File: config.mk
export PLATFORM = sky130hd
export DESIGN_NAME = command_line_argument_splitter
export DESIGN_NICKNAME = d
export VERILOG_FILES = /design/src/rtl/clas_pkg.sv /design/src/rtl/clas_front.sv /design/src/rtl/clas_queue.sv /design/src/rtl/clas_back.sv /design/src/rtl/command_line_argument_splitter.sv
export SDC_FILE = /design/constraint.sdc
export NUM_CORES = 1
export LEC_CHECK = 0
export BUFFER_PORTS_ARGS = -buffer_cell sky130_fd_sc_hd__buf_2
export CAP_MARGIN = 20
export CORE_MARGIN = 8
export CORE_UTILIZATION = 65
export DETAILED_ROUTE_END_ITERATION = 12
export GPL_ROUTABILITY_DRIVEN = 0
export PLACE_DENSITY = 0.86
export SLEW_MARGIN = 20
export SYNTH_ARGS = -nofsm -noshare
export SYNTH_HDL_FRONTEND = slang
export SYNTH_SLANG_ARGS = --single-unit
File: constraint.sdc
create_clock -name aclk -period 5.45 [get_ports aclk]
set_clock_uncertainty 0.2 [all_clocks]
set_input_delay 0.2725 -clock aclk [delete_from_list [all_inputs] [get_ports aclk]]
set_output_delay 0.2725 -clock aclk [all_outputs]
set_load 0.02 [all_outputs]
File: src/rtl/clas_pkg.sv
// Package for the command-line argument splitter.
// Holds character constants, the quote-state type and the result and queue entry structs.
// No dependencies; every other file of the block refers to it by scoped names.
package clas_pkg;

    // Character width and the characters that the splitter reacts to.
    localparam int CHAR_BITS = 8;
    localparam int COUNT_BITS = 16;

    localparam logic [CHAR_BITS-1:0] CH_NUL   = CHAR_BITS'(8'h00);
    localparam logic [CHAR_BITS-1:0] CH_TAB   = CHAR_BITS'(8'h09);
    localparam logic [CHAR_BITS-1:0] CH_SPACE = CHAR_BITS'(8'h20);
    localparam logic [CHAR_BITS-1:0] CH_QUOTE = CHAR_BITS'(8'h22);
    localparam logic [CHAR_BITS-1:0] CH_BSL   = CHAR_BITS'(8'h5C);

    localparam logic [COUNT_BITS-1:0] COUNT_MAX = '1;

    // Queue between the front and the back.
    localparam int QUEUE_DEPTH = 4;
    localparam int QPTR_BITS   = $clog2(QUEUE_DEPTH);
    localparam int QCNT_BITS   = $clog2(QUEUE_DEPTH + 1);

    // Quote state of the current argument.
    typedef enum logic [1:0] {
        Q_NONE    = 2'd0,
        Q_DELIM   = 2'd1,
        Q_STARTED = 2'd2
    } quote_state_t;

    // One result transfer.
    typedef struct packed {
        logic [CHAR_BITS-1:0]  out_char;
        logic                  char_valid;
        logic                  arg_end;
        logic                  line_done;
        logic [COUNT_BITS-1:0] arg_count;
    } result_t;

    // All results caused by one input character: one or two.
    typedef struct packed {
        result_t first;
        result_t second;
        logic    two;
    } entry_t;

endpackage

File: src/rtl/clas_front.sv
// Front end of the argument splitter: accepts characters, applies the quote and
// backslash rules, and pushes the resulting transfers into the queue as one entry.
// Depends on clas_pkg.
module clas_front (
    input  logic                          aclk,
    input  logic                          aresetn,
    input  logic                          s_valid,
    output logic                          s_ready,
    input  logic [clas_pkg::CHAR_BITS-1:0] s_ch,
    input  logic                          cfg_valid,
    output logic                          cfg_ready,
    input  logic                          cfg_data,
    input  logic                          q_full,
    output logic                          q_push,
    output clas_pkg::entry_t              q_entry
);

    logic                           hist_reg;
    clas_pkg::quote_state_t         qs_reg, qs_next, qs_work;
    logic                           inarg_reg, inarg_next;
    logic                           bp_reg, bp_next;
    logic                           bbp_reg, bbp_next;
    logic                           pwb_reg, pwb_next;
    logic [clas_pkg::COUNT_BITS-1:0] cnt_reg, cnt_next, cnt_sat;

    logic                           accept;
    logic                           blank;
    logic                           consumed;
    logic                           bsl_emit;
    logic [clas_pkg::CHAR_BITS-1:0] bsl_char;
    logic                           main_emit;
    clas_pkg::result_t              bsl_res, main_res;

    assign s_ready   = !q_full;
    assign cfg_ready = 1'b1;
    assign accept    = s_valid && s_ready;
    assign blank     = (s_ch == clas_pkg::CH_SPACE) || (s_ch == clas_pkg::CH_TAB);
    assign cnt_sat   = (cnt_reg == clas_pkg::COUNT_MAX) ? cnt_reg
                                                         : cnt_reg + 16'd1;

    // Step logic: a held backslash is resolved first, then the character itself.
    always_comb begin
        qs_next    = qs_reg;
        qs_work    = qs_reg;
        inarg_next = inarg_reg;
        bp_next    = bp_reg;
        bbp_next   = bbp_reg;
        pwb_next   = pwb_reg;
        cnt_next   = cnt_reg;
        consumed   = 1'b0;
        bsl_emit   = 1'b0;
        bsl_char   = clas_pkg::CH_BSL;
        main_emit  = 1'b0;
        main_res   = '0;
        main_res.arg_count = cnt_reg;

        // Resolve the backslash held from the previous character.
        if (bp_reg) begin
            bp_next  = 1'b0;
            bbp_next = 1'b0;
            if (!hist_reg) begin
                if (s_ch == clas_pkg::CH_QUOTE) begin
                    if (!bbp_reg) begin
                        bsl_emit = 1'b1;
                        bsl_char = clas_pkg::CH_QUOTE;
                        consumed = 1'b1;
                    end
                end else begin
                    bsl_emit = 1'b1;
                end
            end else begin
                bsl_emit = 1'b1;
                if ((s_ch == clas_pkg::CH_QUOTE) ||
                    ((s_ch == clas_pkg::CH_BSL) && (qs_reg == clas_pkg::Q_DELIM))) begin
                    bsl_char = s_ch;
                    consumed = 1'b1;
                end
            end
        end

        // Handle the character itself.
        if (!consumed) begin
            if (s_ch == clas_pkg::CH_NUL) begin
                main_emit          = 1'b1;
                main_res.line_done = 1'b1;
                if (inarg_reg) begin
                    main_res.arg_end   = 1'b1;
                    main_res.arg_count = cnt_sat;
                end
                qs_next    = clas_pkg::Q_NONE;
                inarg_next = 1'b0;
                bp_next    = 1'b0;
                bbp_next   = 1'b0;
                pwb_next   = 1'b0;
                cnt_next   = '0;
            end else begin
                pwb_next = (s_ch == clas_pkg::CH_BSL);
                if (!inarg_reg && blank) begin
                    // Blanks between arguments cause no result.
                end else if (!inarg_reg && (s_ch == clas_pkg::CH_QUOTE)) begin
                    inarg_next = 1'b1;
                    qs_next    = clas_pkg::Q_DELIM;
                end else begin
                    if (!inarg_reg) begin
                        inarg_next = 1'b1;
                        qs_work    = clas_pkg::Q_NONE;
                        qs_next    = clas_pkg::Q_NONE;
                    end
                    if ((s_ch == clas_pkg::CH_QUOTE) && !hist_reg) begin
                        qs_next = (qs_work == clas_pkg::Q_NONE) ? clas_pkg::Q_STARTED
                                                                : clas_pkg::Q_NONE;
                    end else if (((s_ch == clas_pkg::CH_QUOTE) &&
                                  (qs_work == clas_pkg::Q_DELIM)) ||
                                 (blank && (qs_work == clas_pkg::Q_NONE))) begin
                        cnt_next           = cnt_sat;
                        inarg_next         = 1'b0;
                        main_emit          = 1'b1;
                        main_res.arg_end   = 1'b1;
                        main_res.arg_count = cnt_sat;
                    end else if (s_ch == clas_pkg::CH_BSL) begin
                        bp_next  = 1'b1;
                        bbp_next = pwb_reg;
                    end else begin
                        main_emit           = 1'b1;
                        main_res.out_char   = s_ch;
                        main_res.char_valid = 1'b1;
                    end
                end
            end
        end else begin
            pwb_next = (s_ch == clas_pkg::CH_BSL);
        end
    end

    // Build the queue entry from the resolved backslash and the character's result.
    always_comb begin
        bsl_res            = '0;
        bsl_res.out_char   = bsl_char;
        bsl_res.char_valid = 1'b1;
        bsl_res.arg_count  = cnt_reg;
        q_entry.first      = bsl_emit ? bsl_res : main_res;
        q_entry.second     = main_res;
        q_entry.two        = bsl_emit && main_emit;
    end

    assign q_push = accept && (bsl_emit || main_emit);

    // Splitter state and the mode register.
    always_ff @(posedge aclk) begin
        if (!aresetn) begin
            hist_reg  <= 1'b0;
            qs_reg    <= clas_pkg::Q_NONE;
            inarg_reg <= 1'b0;
            bp_reg    <= 1'b0;
            bbp_reg   <= 1'b0;
            pwb_reg   <= 1'b0;
            cnt_reg   <= '0;
        end else begin
            if (cfg_valid && cfg_ready) begin
                hist_reg <= cfg_data;
            end
            if (accept) begin
                qs_reg    <= qs_next;
                inarg_reg <= inarg_next;
                bp_reg    <= bp_next;
                bbp_reg   <= bbp_next;
                pwb_reg   <= pwb_next;
                cnt_reg   <= cnt_next;
            end
        end
    end

endmodule

File: src/rtl/clas_queue.sv
// Small register queue of result entries between the front and the back.
// Lets the front keep accepting characters while the back waits on its consumer.
// Depends on clas_pkg.
module clas_queue (
    input  logic             aclk,
    input  logic             aresetn,
    input  logic             push,
    input  clas_pkg::entry_t push_entry,
    output logic             full,
    input  logic             pop,
    output logic             head_valid,
    output clas_pkg::entry_t head_entry
);

    clas_pkg::entry_t               entries_reg [clas_pkg::QUEUE_DEPTH];
    logic [clas_pkg::QPTR_BITS-1:0] wr_ptr_reg, wr_ptr_next;
    logic [clas_pkg::QPTR_BITS-1:0] rd_ptr_reg, rd_ptr_next;
    logic [clas_pkg::QCNT_BITS-1:0] count_reg, count_next;

    assign full       = (count_reg == clas_pkg::QCNT_BITS'(clas_pkg::QUEUE_DEPTH));
    assign head_valid = (count_reg != '0);
    assign head_entry = entries_reg[rd_ptr_reg];

    // Pointer and occupancy update.
    always_comb begin
        wr_ptr_next = push ? wr_ptr_reg + 1'b1 : wr_ptr_reg;
        rd_ptr_next = pop ? rd_ptr_reg + 1'b1 : rd_ptr_reg;
        count_next  = count_reg;
        if (push && !pop) begin
            count_next = count_reg + 1'b1;
        end else if (pop && !push) begin
            count_next = count_reg - 1'b1;
        end
    end

    always_ff @(posedge aclk) begin
        if (!aresetn) begin
            wr_ptr_reg <= '0;
            rd_ptr_reg <= '0;
            count_reg  <= '0;
        end else begin
            wr_ptr_reg <= wr_ptr_next;
            rd_ptr_reg <= rd_ptr_next;
            count_reg  <= count_next;
        end
    end

    // Entry storage needs no reset.
    always_ff @(posedge aclk) begin
        if (push) begin
            entries_reg[wr_ptr_reg] <= push_entry;
        end
    end

endmodule

File: src/rtl/clas_back.sv
// Back end of the argument splitter: plays out the one or two transfers of the
// queue head entry on the result channel and marks the last one.
// Depends on clas_pkg.
module clas_back (
    input  logic                            aclk,
    input  logic                            aresetn,
    input  logic                            head_valid,
    input  clas_pkg::entry_t                head_entry,
    output logic                            pop,
    output logic                            m_valid,
    input  logic                            m_ready,
    output logic [clas_pkg::CHAR_BITS-1:0]  m_out_char,
    output logic                            m_char_valid,
    output logic                            m_arg_end,
    output logic                            m_line_done,
    output logic [clas_pkg::COUNT_BITS-1:0] m_arg_count,
    output logic                            m_last
);

    logic              sub_reg, sub_next;
    clas_pkg::result_t cur;
    logic              xfer;

    // Select the transfer that is due from the head entry.
    assign cur          = sub_reg ? head_entry.second : head_entry.first;
    assign m_valid      = head_valid;
    assign m_out_char   = cur.out_char;
    assign m_char_valid = cur.char_valid;
    assign m_arg_end    = cur.arg_end;
    assign m_line_done  = cur.line_done;
    assign m_arg_count  = cur.arg_count;
    assign m_last       = sub_reg || !head_entry.two;

    assign xfer = m_valid && m_ready;
    assign pop  = xfer && m_last;

    // Step to the second transfer, and back once the entry leaves.
    always_comb begin
        sub_next = sub_reg;
        if (xfer) begin
            sub_next = !m_last;
        end
    end

    always_ff @(posedge aclk) begin
        if (!aresetn) begin
            sub_reg <= 1'b0;
        end else begin
            sub_reg <= sub_next;
        end
    end

endmodule

File: src/rtl/command_line_argument_splitter.sv
// Command-line argument splitter: takes one character per transfer and returns
// argument characters, end-of-argument markers and an end-of-line marker with
// the argument count. The block accepts one character per cycle while its queue
// is not full; a character causes zero, one or two result transfers, so the
// sustained rate is set by the result channel, which delivers one transfer per
// cycle while m_ready is high, and a four-entry queue between the classifying
// front end and the output back end absorbs bursts. Every result is registered in the queue.
// Depends on clas_pkg, clas_front, clas_queue and clas_back.
module command_line_argument_splitter (
    input  logic                            aclk,
    input  logic                            aresetn,
    input  logic                            s_valid,
    output logic                            s_ready,
    input  logic [clas_pkg::CHAR_BITS-1:0]  s_ch,
    input  logic                            cfg_valid,
    output logic                            cfg_ready,
    input  logic                            cfg_data,
    output logic                            m_valid,
    input  logic                            m_ready,
    output logic [clas_pkg::CHAR_BITS-1:0]  m_out_char,
    output logic                            m_char_valid,
    output logic                            m_arg_end,
    output logic                            m_line_done,
    output logic [clas_pkg::COUNT_BITS-1:0] m_arg_count,
    output logic                            m_last
);

    logic             q_full;
    logic             q_push;
    logic             q_pop;
    logic             q_head_valid;
    clas_pkg::entry_t q_push_entry;
    clas_pkg::entry_t q_head_entry;

    // Front end: character classification and splitter state.
    clas_front u_front (
        .aclk      (aclk),
        .aresetn   (aresetn),
        .s_valid   (s_valid),
        .s_ready   (s_ready),
        .s_ch      (s_ch),
        .cfg_valid (cfg_valid),
        .cfg_ready (cfg_ready),
        .cfg_data  (cfg_data),
        .q_full    (q_full),
        .q_push    (q_push),
        .q_entry   (q_push_entry)
    );

    // Queue of pending result entries.
    clas_queue u_queue (
        .aclk       (aclk),
        .aresetn    (aresetn),
        .push       (q_push),
        .push_entry (q_push_entry),
        .full       (q_full),
        .pop        (q_pop),
        .head_valid (q_head_valid),
        .head_entry (q_head_entry)
    );

    // Back end: result channel.
    clas_back u_back (
        .aclk         (aclk),
        .aresetn      (aresetn),
        .head_valid   (q_head_valid),
        .head_entry   (q_head_entry),
        .pop          (q_pop),
        .m_valid      (m_valid),
        .m_ready      (m_ready),
        .m_out_char   (m_out_char),
        .m_char_valid (m_char_valid),
        .m_arg_end    (m_arg_end),
        .m_line_done  (m_line_done),
        .m_arg_count  (m_arg_count),
        .m_last       (m_last)
    );

endmodule

==> results of run 1 <==
==> how the worst max path moves through the flow <==
| stage | cells past startpoint | start | to | slack [ps] |
|---|---|---|---|---|
| finish | 9 | s_ch[7] | u_queue.entries_reg[2][28] | 1750 |
| global route | 9 | s_ch[7] | u_queue.entries_reg[2][28] | 1520 |
| CTS | 9 | s_ch[7] | u_queue.entries_reg[1][28] | 1880 |
| detailed placement | 7 | s_ch[5] | u_queue.entries_reg[2][7] | 1910 |
| global placement | 7 | s_ch[0] | u_queue.entries_reg[2][7] | 2090 |
| floorplan | 6 | s_ch[3] | u_queue.entries_reg[0][0] | 2120 |
==> power groups by stage <==
| stage | Combinational [mW] | Sequential [mW] | Clock [mW] |
|---|---|---|---|
| floorplan | 0.822 | 2.39 | 0 |
| global placement | 1.07 | 2.39 | 0 |
| detailed placement | 1.10 | 2.41 | 0 |
| CTS | 1.12 | 2.38 | 1.62 |
| global route | 1.18 | 2.39 | 1.69 |
| finish | 1.10 | 2.38 | 1.61 |
==> synthesized netlist by cell type, drive strengths merged (15+ instances only) <==
cell type  instances
edfxtp           220
mux4              55
nand2             38
nor2              36
mux2              34
dfxtp             33
a21oi             31
clkbuf            26
o21ai             25
buf               19
and2              17
nand3             15
==> logic make-up after synthesis <==
group | synth area share (%)
AO/OA/AOI/OAI | 6.37
adder cells (fa/ha/maj) | 0.861
other | 0.0340
multiplexers | 15.0
buffers and inverters | 2.28
XOR/XNOR | 1.82
AND/OR/NAND/NOR | 7.76
flip-flops | 65.8
==> metal layers <==
metal | global-route usage, % | part of all wire (%) | vias to the layer above
li1 | - | - | 2833
met1 | 27.6 | 39 | 3278
met2 | 37.2 | 50 | 395
met5 | 0 | 0 | -
met4 | 6.49 | 2.5 | 0
met3 | 3.68 | 7.9 | 64
==> worst register-to-register path: cells and delay by family, from the launching register on <==
family / cells / cell delay (ps)
adder cells (fa/ha/maj): 1 / 370
AND/OR/NAND/NOR: 3 / 1520
flip-flops: 1 / 500
AO/OA/AOI/OAI: 3 / 860
==> metrics by stage <==
stage	instance area [µm²]	cells	power (mW)
global placement	11400	927	3.46
CTS	12200	979	5.12
finish	12200	979	5.09
global route	12200	979	5.26
floorplan	11000	701	3.21
detailed placement	11400	927	3.52
==> cell type report <==
| cell class | count | area [µm²] | share of cell area (%) |
|---|---|---|---|
| Timing Repair Buffer | 57 | 339 | 2.77 |
| Clock buffer | 41 | 736 | 6.01 |
| Multi-Input combinational cell | 389 | 3530 | 28.9 |
| Clock inverter | 5 | 33.8 | 0.276 |
| Sequential cell | 253 | 7270 | 59.4 |
| Tap cell | 220 | 275 | 2.25 |
| Inverter | 14 | 52.6 | 0.429 |
==> impl_metrics.toml, run 1 <==
[run_status]
outcome = "completed"

[timing]
final.setup.tns_ps = 0
hold_viol = 0
slew_violations = 0
post-route-min-period_ps = 3700
worstMarginPinSlew_ps = 1000
rsz0062_at_grt = "false"
finalCritPeriodShare_pct = 67.9
setup_viol = 0
fmax_mhz = 270
relSlewSlack_pct = 32.9
holdWs_ps = 4.64
post-route-worst-setup-slack_ps = 1750

[clocking]
cts_tree = "done"
clock_path_buffers = 3
cts_hold_buf = 6
cts-resized-gates = 0
clk_pin_slew_ps = 70
numClockSinks = 253
insertion_delay_ps = 530
htree_levels = 1
cts_setup_buffers = 0
cts_buffers = 25
cts_root_buf = "clkbuf_16"

[placement]
dp_hpwl_um = 13900
portBuffers = 43
post-place-ws_ps = 1910

[yosys]
synth_top_flop_cell = "edfxtp_1"
synth_top_area_share_pct = 59.8
synth-seq-cells = 253
yosysTopAreaCell = "edfxtp_1"
syn_avg_cell_area_um2 = 15.7
yosys_warnings = 0
synth_area_um2 = 11000
synth-edff-count = 220
synthDistinctLibCells = 69
async_flop_share_pct = 0
syn_inst = 701
syn-num-nets = 722
ys_seq_area_share_pct = 65.8
yosys-top-cells-area = "edfxtp_1, mux4_2, dfxtp_1"

[pwr]
switching_share_pct = 27.0
internal_power_mw = 3.71
p_sw_mw = 1.37
cellLeakagePower_nw = 4.09
p_comb_share_pct = 21.7
powerDensity_nw_per_um2 = 416
seqPwrFrac_pct = 46.7
ir_drop_mv = 0.342
clockPowerShare_pct = 31.6

[setup_path]
worstPathArrival_ps = 3780
rr_startpoint = "u_front.cnt_reg[0]"
critPathKind = "in2reg"
endpoint_kind = "flop"
crit_buf_inv = 3
critPathSlowestCell = "o211a_1"
crit_chain = "dlygate4sd3_1 > buf_2 > nor4_1 > nand3_1 > inv_1 > and2_1 > o211a_1 > nand2_1 > xnor2_1"
cpLargestDelayFamily = "simple AND/OR/NAND/NOR gates"
cp.required_ps = 5530
r2r_cells = 7
regToRegSetupSlack_ps = 1750
cpPeakStageDelay_ps = 580
startpoint_type = "primary input"
timing.rr.end = "u_queue.entries_reg[2][30]"
critPathMaxFanout = 18

[run]
drv_cap = 0

[floorplanning]
dieArea_um2 = 21400
die_x_um = 146
start_util_pct = 66.6
io_pins = 45
design.core.area_um2 = 16600
die_h_um = 146
rows = 47

[detailed_routing]
drtIter0Drc = 807
antenna_left = 0
wl_per_cell_um = 23.9
first_pass_iters = 5
vias = 6570
via_per_inst = 6.71
wl_um = 23400
drc_errors = 0

[final_layout]
nFillCells = 953
final_nets = 761
area_growth_pct = 10.9
n_antenna_cell = 0
layout_commonest_cell = "edfxtp_1"
drive_gt1_share_pct = 25.3
final_util_pct = 73.8
mostFrequentLayoutCells = "edfxtp_1, mux4_2, buf_2"
largest_reg_flops = 220

[global_route]
grt_pass1_vias = 6638
overflow = 0
grt.total_usage_pct = 21.6
grt_max_degree = 56
grt_antenna_before_repair = 0
grt_first_pass_wirelength_um = 36600

[hold_path]
min_path_cells = 4
hold_path.class = "in2reg"
min_delay_worst_endpoint = "u_front.qs_reg[1]"
min-delay-start = "s_ch[3]"
(Power assumes the default switching activity.)
==> run 2, diff against run 1 <==
--- a/config.mk
+++ b/config.mk
@@ -8,10 +8,10 @@
 export BUFFER_PORTS_ARGS = -buffer_cell sky130_fd_sc_hd__buf_2
 export CAP_MARGIN = 20
 export CORE_MARGIN = 8
-export CORE_UTILIZATION = 65
+export CORE_UTILIZATION = 56
 export DETAILED_ROUTE_END_ITERATION = 12
 export GPL_ROUTABILITY_DRIVEN = 0
-export PLACE_DENSITY = 0.86
+export PLACE_DENSITY = 0.79
 export SLEW_MARGIN = 20
 export SYNTH_ARGS = -nofsm -noshare
 export SYNTH_HDL_FRONTEND = slang
==> constraint.sdc (replaced) <==
create_clock -name aclk -period 3.2 [get_ports aclk]
set_clock_uncertainty 0.2 [all_clocks]
set_input_delay 0.16 -clock aclk [delete_from_list [all_inputs] [get_ports aclk]]
set_output_delay 0.16 -clock aclk [all_outputs]
set_load 0.02 [all_outputs]
==> impl_metrics.toml, run 2 (synthesis gave the netlist of run 1 again) <==
[floorplanning]
die_x_um = 156
start_util_pct = 56.9
die_h_um = 156
dieArea_um2 = 24500
rows = 51
io_pins = 45
design.core.area_um2 = 19400

[detailed_routing]
via_per_inst = 6.16
vias = 6458
wl_um = 22600
antenna_left = 0
drtIter0Drc = 576
wl_per_cell_um = 21.6
first_pass_iters = 5
drc_errors = 0

[clocking]
insertion_delay_ps = 530
cts_buffers = 25
numClockSinks = 253
cts_root_buf = "clkbuf_16"
clk_pin_slew_ps = 60
clock_path_buffers = 3
cts_tree = "done"
htree_levels = 1

[setup_path]
startpoint_type = "primary input"
cpPeakStageDelay_ps = 660
critPathSlowestCell = "nor4b_1"
cp.required_ps = 3370
critPathMaxFanout = 9
timing.rr.end = "u_queue.count_reg[2]"
r2r_cells = 10
rr_startpoint = "u_front.hist_reg"
critPathKind = "in2reg"
endpoint_kind = "flop"
worstPathArrival_ps = 3160
crit_chain = "dlygate4sd3_1 > buf_2 > nor4b_1 > and4_1 > o221ai_2 > and2_1 > nand4_1 > dlygate4sd3_1 > a21oi_1"
cpMostUsedCell = "dlygate4sd3_1"
regToRegSetupSlack_ps = 280

[final_layout]
area_growth_pct = 13.7
drive_gt1_share_pct = 27.2
final_util_pct = 64.7
fin_area_um2 = 12600
n_antenna_cell = 0
largest_reg_flops = 220
final_nets = 786
mostFrequentLayoutCells = "edfxtp_1, mux4_2, buf_2"
layout_commonest_cell = "edfxtp_1"

[run]
drv_cap = 0

[timing]
rsz0062_at_grt = "false"
relSlewSlack_pct = 31.8
setup_viol = 0
fmax_mhz = 334
worstMarginPinSlew_ps = 1020
final.setup.tns_ps = 0
post-route-worst-setup-slack_ps = 208
post-route-min-period_ps = 2990
finalCritPeriodShare_pct = 93.5
slew_violations = 0
hold_viol = 0

[hold_path]
min_delay_worst_endpoint = "u_front.hist_reg"
min_path_cells = 4
min-delay-start = "cfg_valid"
hold_path.class = "in2reg"

[pwr]
cellLeakagePower_nw = 4.22
powerDensity_nw_per_um2 = 691
ir_drop_mv = 0.471

[placement]
portBuffers = 43
postPlaceCellArea_um2 = 11600
dp_hpwl_um = 14000
post-place-ws_ps = 219

[run_status]
outcome = "completed"

[global_route]
grt_first_pass_wirelength_um = 36100
grt_max_degree = 55
grt.total_usage_pct = 18.8
grt_pass1_vias = 6741
grt_antenna_before_repair = 0
overflow = 0
run 2: through the flow:
| stage | hold slack [ps] | power [mW] | cells |
|---|---|---|---|
| 6_report | 238 | 8.68 | 1049 |
| 3_5_place_dp | 216 | 6.05 | 986 |
| 3_3_place_gp | 196 | 5.97 | 986 |
| 4_1_cts | 226 | 8.76 | 1049 |
| 2_1_floorplan | 81.7 | 5.46 | 701 |
| 5_1_grt | 257 | 9.00 | 1049 |
run 2: area by class of cell:
cell class                      instances  area (µm²)
Sequential cell                       253        7270
Fill cell                            1378        6840
Multi-Input combinational cell        389        3550
Clock buffer                           34         689
Timing Repair Buffer                   82         588
Tap cell                              265         332
Clock inverter                         12        76.3
Inverter                               14        52.6
run 2: what timing repair did:
item | CTS | global route
hold endpoints to repair | 69 | 0
endpoints found under the setup margin | 0 | 5
setup buffers | 0 | 0
hold buffers | 17 | 0
gates resized for setup | 0 | 5
run 2: worst max path at each step:
stage | start | endpoint | cells after the start
detailed placement | s_ch[2] | u_queue.entries_reg[2][29] | 7
global route | s_ch[5] | u_queue.entries_reg[1][31] | 9
finish | s_ch[1] | u_front.qs_reg[1] | 9
global placement | s_ch[2] | u_queue.entries_reg[0][29] | 7
CTS | s_ch[2] | u_front.qs_reg[1] | 9
floorplan | flop | u_queue.count_reg[2] | 11
run 2: routing by layer:
layer / vias up / part of all wire (%) / global-route usage, % / wire (µm)
met5: - / 0 / 0 / 0
met4: 0 / 2.4 / 7.19 / 536
met3: 50 / 7.2 / 2.48 / 1630
met2: 289 / 50 / 31.9 / 11400
met1: 3243 / 40 / 24.3 / 9060
li1: 2876 / - / - / -
run 2: critical path, delay by kind of cell:
family / cells / cell delay (ps)
buffers and inverters: 3 / 1260
and+or+nand+nor: 4 / 1460
AOI/OAI and AO/OA: 2 / 280
run 2: power breakdown:
| group | internal (mW) | switching, mW | leakage (nW) |
|---|---|---|---|
| registers | 3.93 | 0.102 | 2.35 |
| logic | 0.864 | 1.06 | 1.49 |
| clock network | 1.52 | 1.20 | 0.375 |
